**src/hdl/psv_pkg.sv**
```systemverilog
// ---------------------------------------------------------------------------
// psv_pkg
// Shared widths, command and register codes, reset values and the output
// saturation function for the plucked string voice.
// ---------------------------------------------------------------------------
package psv_pkg;

  localparam int SAMPLE_W   = 16;
  localparam int COEF_W     = 16;
  localparam int LEN_W      = 13;
  localparam int CMD_W      = 2;
  localparam int CFG_IDX_W  = 2;
  localparam int CFG_DATA_W = 16;

  // Q1.15 fraction bits dropped after each product.
  localparam int FRAC_W  = 15;
  // Widest multiplier operand is the sum of two scaled products.
  localparam int PART_W  = 18;
  localparam int OPND_W  = PART_W + 1;
  localparam int PROD_W  = COEF_W + 1 + OPND_W;
  localparam int SHIFT_W = PROD_W - FRAC_W;

  localparam int DEFAULT_MAX_LENGTH = 4096;

  typedef logic [CMD_W-1:0] cmd_t;
  localparam cmd_t CMD_START = 2'd0;
  localparam cmd_t CMD_LOAD  = 2'd1;
  localparam cmd_t CMD_TICK  = 2'd2;

  typedef logic [CFG_IDX_W-1:0] cfg_idx_t;
  localparam cfg_idx_t REG_TABLE_LENGTH = 2'd0;
  localparam cfg_idx_t REG_DECAY_GAIN   = 2'd1;
  localparam cfg_idx_t REG_WEIGHT_A     = 2'd2;
  localparam cfg_idx_t REG_WEIGHT_B     = 2'd3;

  localparam logic [LEN_W-1:0]  RST_TABLE_LENGTH = 13'd100;
  localparam logic [COEF_W-1:0] RST_DECAY_GAIN   = 16'd32440;
  localparam logic [COEF_W-1:0] RST_WEIGHT       = 16'd16384;

  // Clamp a scaled product to the signed 16-bit sample range.
  function automatic logic signed [SAMPLE_W-1:0] sat16(input logic signed [SHIFT_W-1:0] v);
    logic [SHIFT_W-SAMPLE_W:0] hi;
    hi = v[SHIFT_W-1:SAMPLE_W-1];
    if (hi == '0 || hi == '1) begin
      return v[SAMPLE_W-1:0];
    end else if (v[SHIFT_W-1]) begin
      return {1'b1, {(SAMPLE_W-1){1'b0}}};
    end else begin
      return {1'b0, {(SAMPLE_W-1){1'b1}}};
    end
  endfunction

endpackage

```
**src/hdl/psv_mul.sv**
```systemverilog
// ---------------------------------------------------------------------------
// psv_mul
// Shared Q1.15 multiplier: unsigned coefficient times signed operand, with a
// registered product and a floor scaling by 2^-15.
// ---------------------------------------------------------------------------
module psv_mul (
  input  logic                                clk,
  input  logic                                en,
  input  logic [psv_pkg::COEF_W-1:0]          coef,
  input  logic signed [psv_pkg::OPND_W-1:0]   opnd,
  output logic signed [psv_pkg::SHIFT_W-1:0]  result
);
  import psv_pkg::*;

  logic signed [PROD_W-1:0] prod;

  always_ff @(posedge clk) begin
    if (en) begin
      prod <= $signed({1'b0, coef}) * opnd;
    end
  end

  // Dropping the low bits of a two's complement value rounds towards minus infinity.
  assign result = prod[PROD_W-1:FRAC_W];

endmodule

```
**config.mk**
```make
export PLATFORM = sky130hd
export DESIGN_NAME = psv_mul
export DESIGN_NICKNAME = d
export VERILOG_FILES = /design/src/hdl/psv_pkg.sv /design/src/hdl/psv_mul.sv
export SDC_FILE = /design/constraint.sdc
export NUM_CORES = 1
export LEC_CHECK = 0
export ABC_AREA = 1
export BUFFER_PORTS_ARGS = -buffer_cell sky130_fd_sc_hd__buf_4
export CORE_UTILIZATION = 40
export CTS_BUF_LIST = sky130_fd_sc_hd__clkbuf_4
export CTS_CLUSTER_DIAMETER = 40
export DETAILED_ROUTE_END_ITERATION = 8
export GPL_ROUTABILITY_DRIVEN = 0
export PLACE_DENSITY = 0.61
export SYNTH_ARGS = -nofsm -noshare
export SYNTH_HDL_FRONTEND = slang
export SYNTH_SLANG_ARGS = --single-unit
```
**constraint.sdc**
```tcl
create_clock -name clk -period 7 [get_ports clk]
set_input_delay 1.4 -clock clk [delete_from_list [all_inputs] [get_ports clk]]
set_output_delay 1.4 -clock clk [all_outputs]
set_load 0.01 [all_outputs]
```
==> impl_metrics.yaml <==
outcome:
  run_status: "finished, final reports clean"
cts:
  htree_num_levels: 1
  tritoncts: "yes"
  cts.sink_count: 21
  clk_pin_slew_ns: 0.11
  worst_case_clock_buffer_depth: 2
  holdBufCountCts: 0
  cts-buffers-inserted: 3
  root_driver: "sky130_fd_sc_hd__clkbuf_4"
routing:
  avgViaCountPerCell: 4.70
  detail_route.wirelength_um: 29600
  first_iter_violations: 439
  detail-route-antenna-nets: 0
  route.detailed.drc: 0
  via_count: 9855
  detail_route.wl_per_cell_um: 14.1
  firstDrtPassIters: 5
sta:
  tightest_slew_ns: 0.409
  finalSetupViolations: 0
  hold_viol: 0
  finalMaxSlewViolations: 0
  fmaxAchievable_ghz: 0.153
  fin_hold_ws_ns: 1.49
  timing.final.crit_period_ns: 6.55
  rsz0062_at_grt: "no"
  period_share_pct: 93.6
  tns_ns: 0
  worst_slew_margin_rel_pct: 72.7
setup_path:
  setup.worst_path.end_class: "register"
  critPathKind: "in2reg"
  crit_path_max_fanout: 19
  worstPathArrival_ns: 6.61
  setup.worst_path.start_class: "input pin"
  required_time_reported_for_the_critical_path_endpoint_ns: 7.06
synthesis:
  dominantRegCellSynth: "sky130_fd_sc_hd__edfxtp_1"
  netlist_area_um2: 12900
  sequential_cell_area_fraction_in_the_yosys_report_pct: 4.89
  synth_edf_count: 21
  yosys.area_share.xor_xnor_pct: 0.475
  netlist.area_leader.share_pct: 47.4
  cell_types_with_the_highest_counts_after_synthesis: "sky130_fd_sc_hd__inv_1 (569), sky130_fd_sc_hd__nand2_1 (475), sky130_fd_sc_hd__fa_1 (305)"
  synth.most_common_cell: "sky130_fd_sc_hd__inv_1"
  yosysWarnings: 0
  number_of_instances_in_the_synthesized_netlist: 1695
  synth.top_cells.by_area: "sky130_fd_sc_hd__fa_1 (47%), sky130_fd_sc_hd__inv_1 (17%), sky130_fd_sc_hd__nand2_1 (14%)"
  netlist.top_cell.by_area: "sky130_fd_sc_hd__fa_1"
  syn_nets: 2126
  synthMuxAreaShare_pct: 0
  synth-async-reset-ratio_pct: 0
  synthAdderAreaFrac_pct: 56.0
  syn_area_per_cell_um2: 7.61
  synth_simple_gate_area_share_pct: 17.6
  synth_compound_gate_area_share_pct: 2.47
  postSynthRegisterBits: 21
  synth_top_family_by_area: "adder cells"
  synth_cell_types: 25
floorplanning:
  boundary_pins: 58
  number_of_core_rows: 65
  initial_utilization_pct: 40.8
  die-height_um: 182
  floorplan.die.width_um: 182
  design.die.area_um2: 33000
  coreArea_um2: 31600
final_layout:
  area_growth_from_synthesis_to_final_layout_pct: 5.94
  drive_gt1_share_pct: 5.25
  antenna-diode-count: 0
  top_register: "prod"
  n_fill_cell: 3230
  total_nets_final: 2126
  biggestRegsByFlops: "prod (21)"
  largest_register_ff_count: 21
placement:
  portBuffers: 57
  dp_hpwl_um: 26100
global_route:
  first_pass_grt_wire_length_um: 53000
  total_global_routing_overflow: 0
  grt_start_max_net_pins: 22
  gr-usage-all-layers_pct: 19.9
  grt_antenna_before_repair: 0
  first_global_vias: 11123
flow_run:
  max-cap-violations: 0
worst_hold_path:
  hp-class: "in2reg"
[area by class of cell]
cell class | count | area (um^2) | area share [%]
tap | 402 | 503 | 3.68
inverter | 570 | 2140 | 15.7
clock buffer | 4 | 30.0 | 0.220
multi-input combinational | 1036 | 9870 | 72.3
sequential | 21 | 631 | 4.62
timing repair buffer | 63 | 485 | 3.55
[path summary, 6_finish.rpt]
kind                  depth (start not counted)     from                 end
worst max-delay path                         22  coef[8]  prod[32]$_DFFE_PP_
worst min-delay path                          1       en  prod[15]$_DFFE_PP_
[per-layer routing]
metal	wire length, um	vias up	track usage, %
li1	-	4666	-
met1	12000	4923	24.1
met4	801	0	5.22
met2	15900	217	38.2
met3	950	49	1.04
met5	0	-	0
[repair_timing]
action	CTS	global route
endpoints found under the hold margin	0	0
endpoints found under the setup margin	0	1
setup buffers	0	0
gates resized for setup	0	1
[cell usage in the layout, fill, tap and decap left out, types with 4 or more instances in the layout]
master,count
sky130_fd_sc_hd__nor2_1,41
sky130_fd_sc_hd__o21ai_0,24
sky130_fd_sc_hd__xor2_1,6
sky130_fd_sc_hd__nand2_2,12
sky130_fd_sc_hd__fa_1,304
sky130_fd_sc_hd__inv_1,569
sky130_fd_sc_hd__buf_4,62
sky130_fd_sc_hd__and3_1,4
sky130_fd_sc_hd__nand2_1,475
sky130_fd_sc_hd__ha_1,89
sky130_fd_sc_hd__nor2_2,4
sky130_fd_sc_hd__nand3_1,25
sky130_fd_sc_hd__edfxtp_1,21
sky130_fd_sc_hd__clkbuf_4,4
sky130_fd_sc_hd__a21oi_1,35
[cell families (layout without fill, tap and decap cells)]
| group | after synthesis | after routing |
|---|---|---|
| DFF | 21 | 21 |
| xor gates and xnor gates | 7 | 7 |
| and+or+nand+nor | 572 | 572 |
| adders and majority gates | 394 | 394 |
| buffers and inverters | 638 | 637 |
| AOI/OAI and AO/OA | 63 | 63 |
[critical path, cell delays in order]
cell and delay, ns:
sky130_fd_sc_hd__buf_4 0.25, sky130_fd_sc_hd__nand2_1 0.18, sky130_fd_sc_hd__fa_1 0.66, sky130_fd_sc_hd__inv_1 0.13
sky130_fd_sc_hd__fa_1 0.50, sky130_fd_sc_hd__inv_1 0.06, sky130_fd_sc_hd__fa_1 0.53, sky130_fd_sc_hd__inv_1 0.05
sky130_fd_sc_hd__fa_1 0.45, sky130_fd_sc_hd__fa_1 0.49, sky130_fd_sc_hd__inv_1 0.05, sky130_fd_sc_hd__fa_1 0.47
sky130_fd_sc_hd__inv_1 0.04, sky130_fd_sc_hd__ha_1 0.35, sky130_fd_sc_hd__inv_1 0.12, sky130_fd_sc_hd__o21ai_0 0.12
sky130_fd_sc_hd__a31oi_1 0.22, sky130_fd_sc_hd__nand2_1 0.07, sky130_fd_sc_hd__a21oi_1 0.25, sky130_fd_sc_hd__nand2_1 0.10
sky130_fd_sc_hd__nand2_1 0.07, sky130_fd_sc_hd__nand2_1 0.06
[metrics by stage]
step                      cells  setup slack, ns  utilization (%)  area [um^2]
after floorplan            1695            0.103                -        12900
after global routing       2096           0.0395             43.2        13700
after CTS                  2096            0.413             43.2        13700
final                      2096            0.449             43.2        13700
after detailed placement   2092            0.101             43.1        13600
after global placement     2092            0.121             43.1        13600
Power is not shown: default switching activity piles up to over one toggle a cycle in this logic, so the estimate is an artifact.
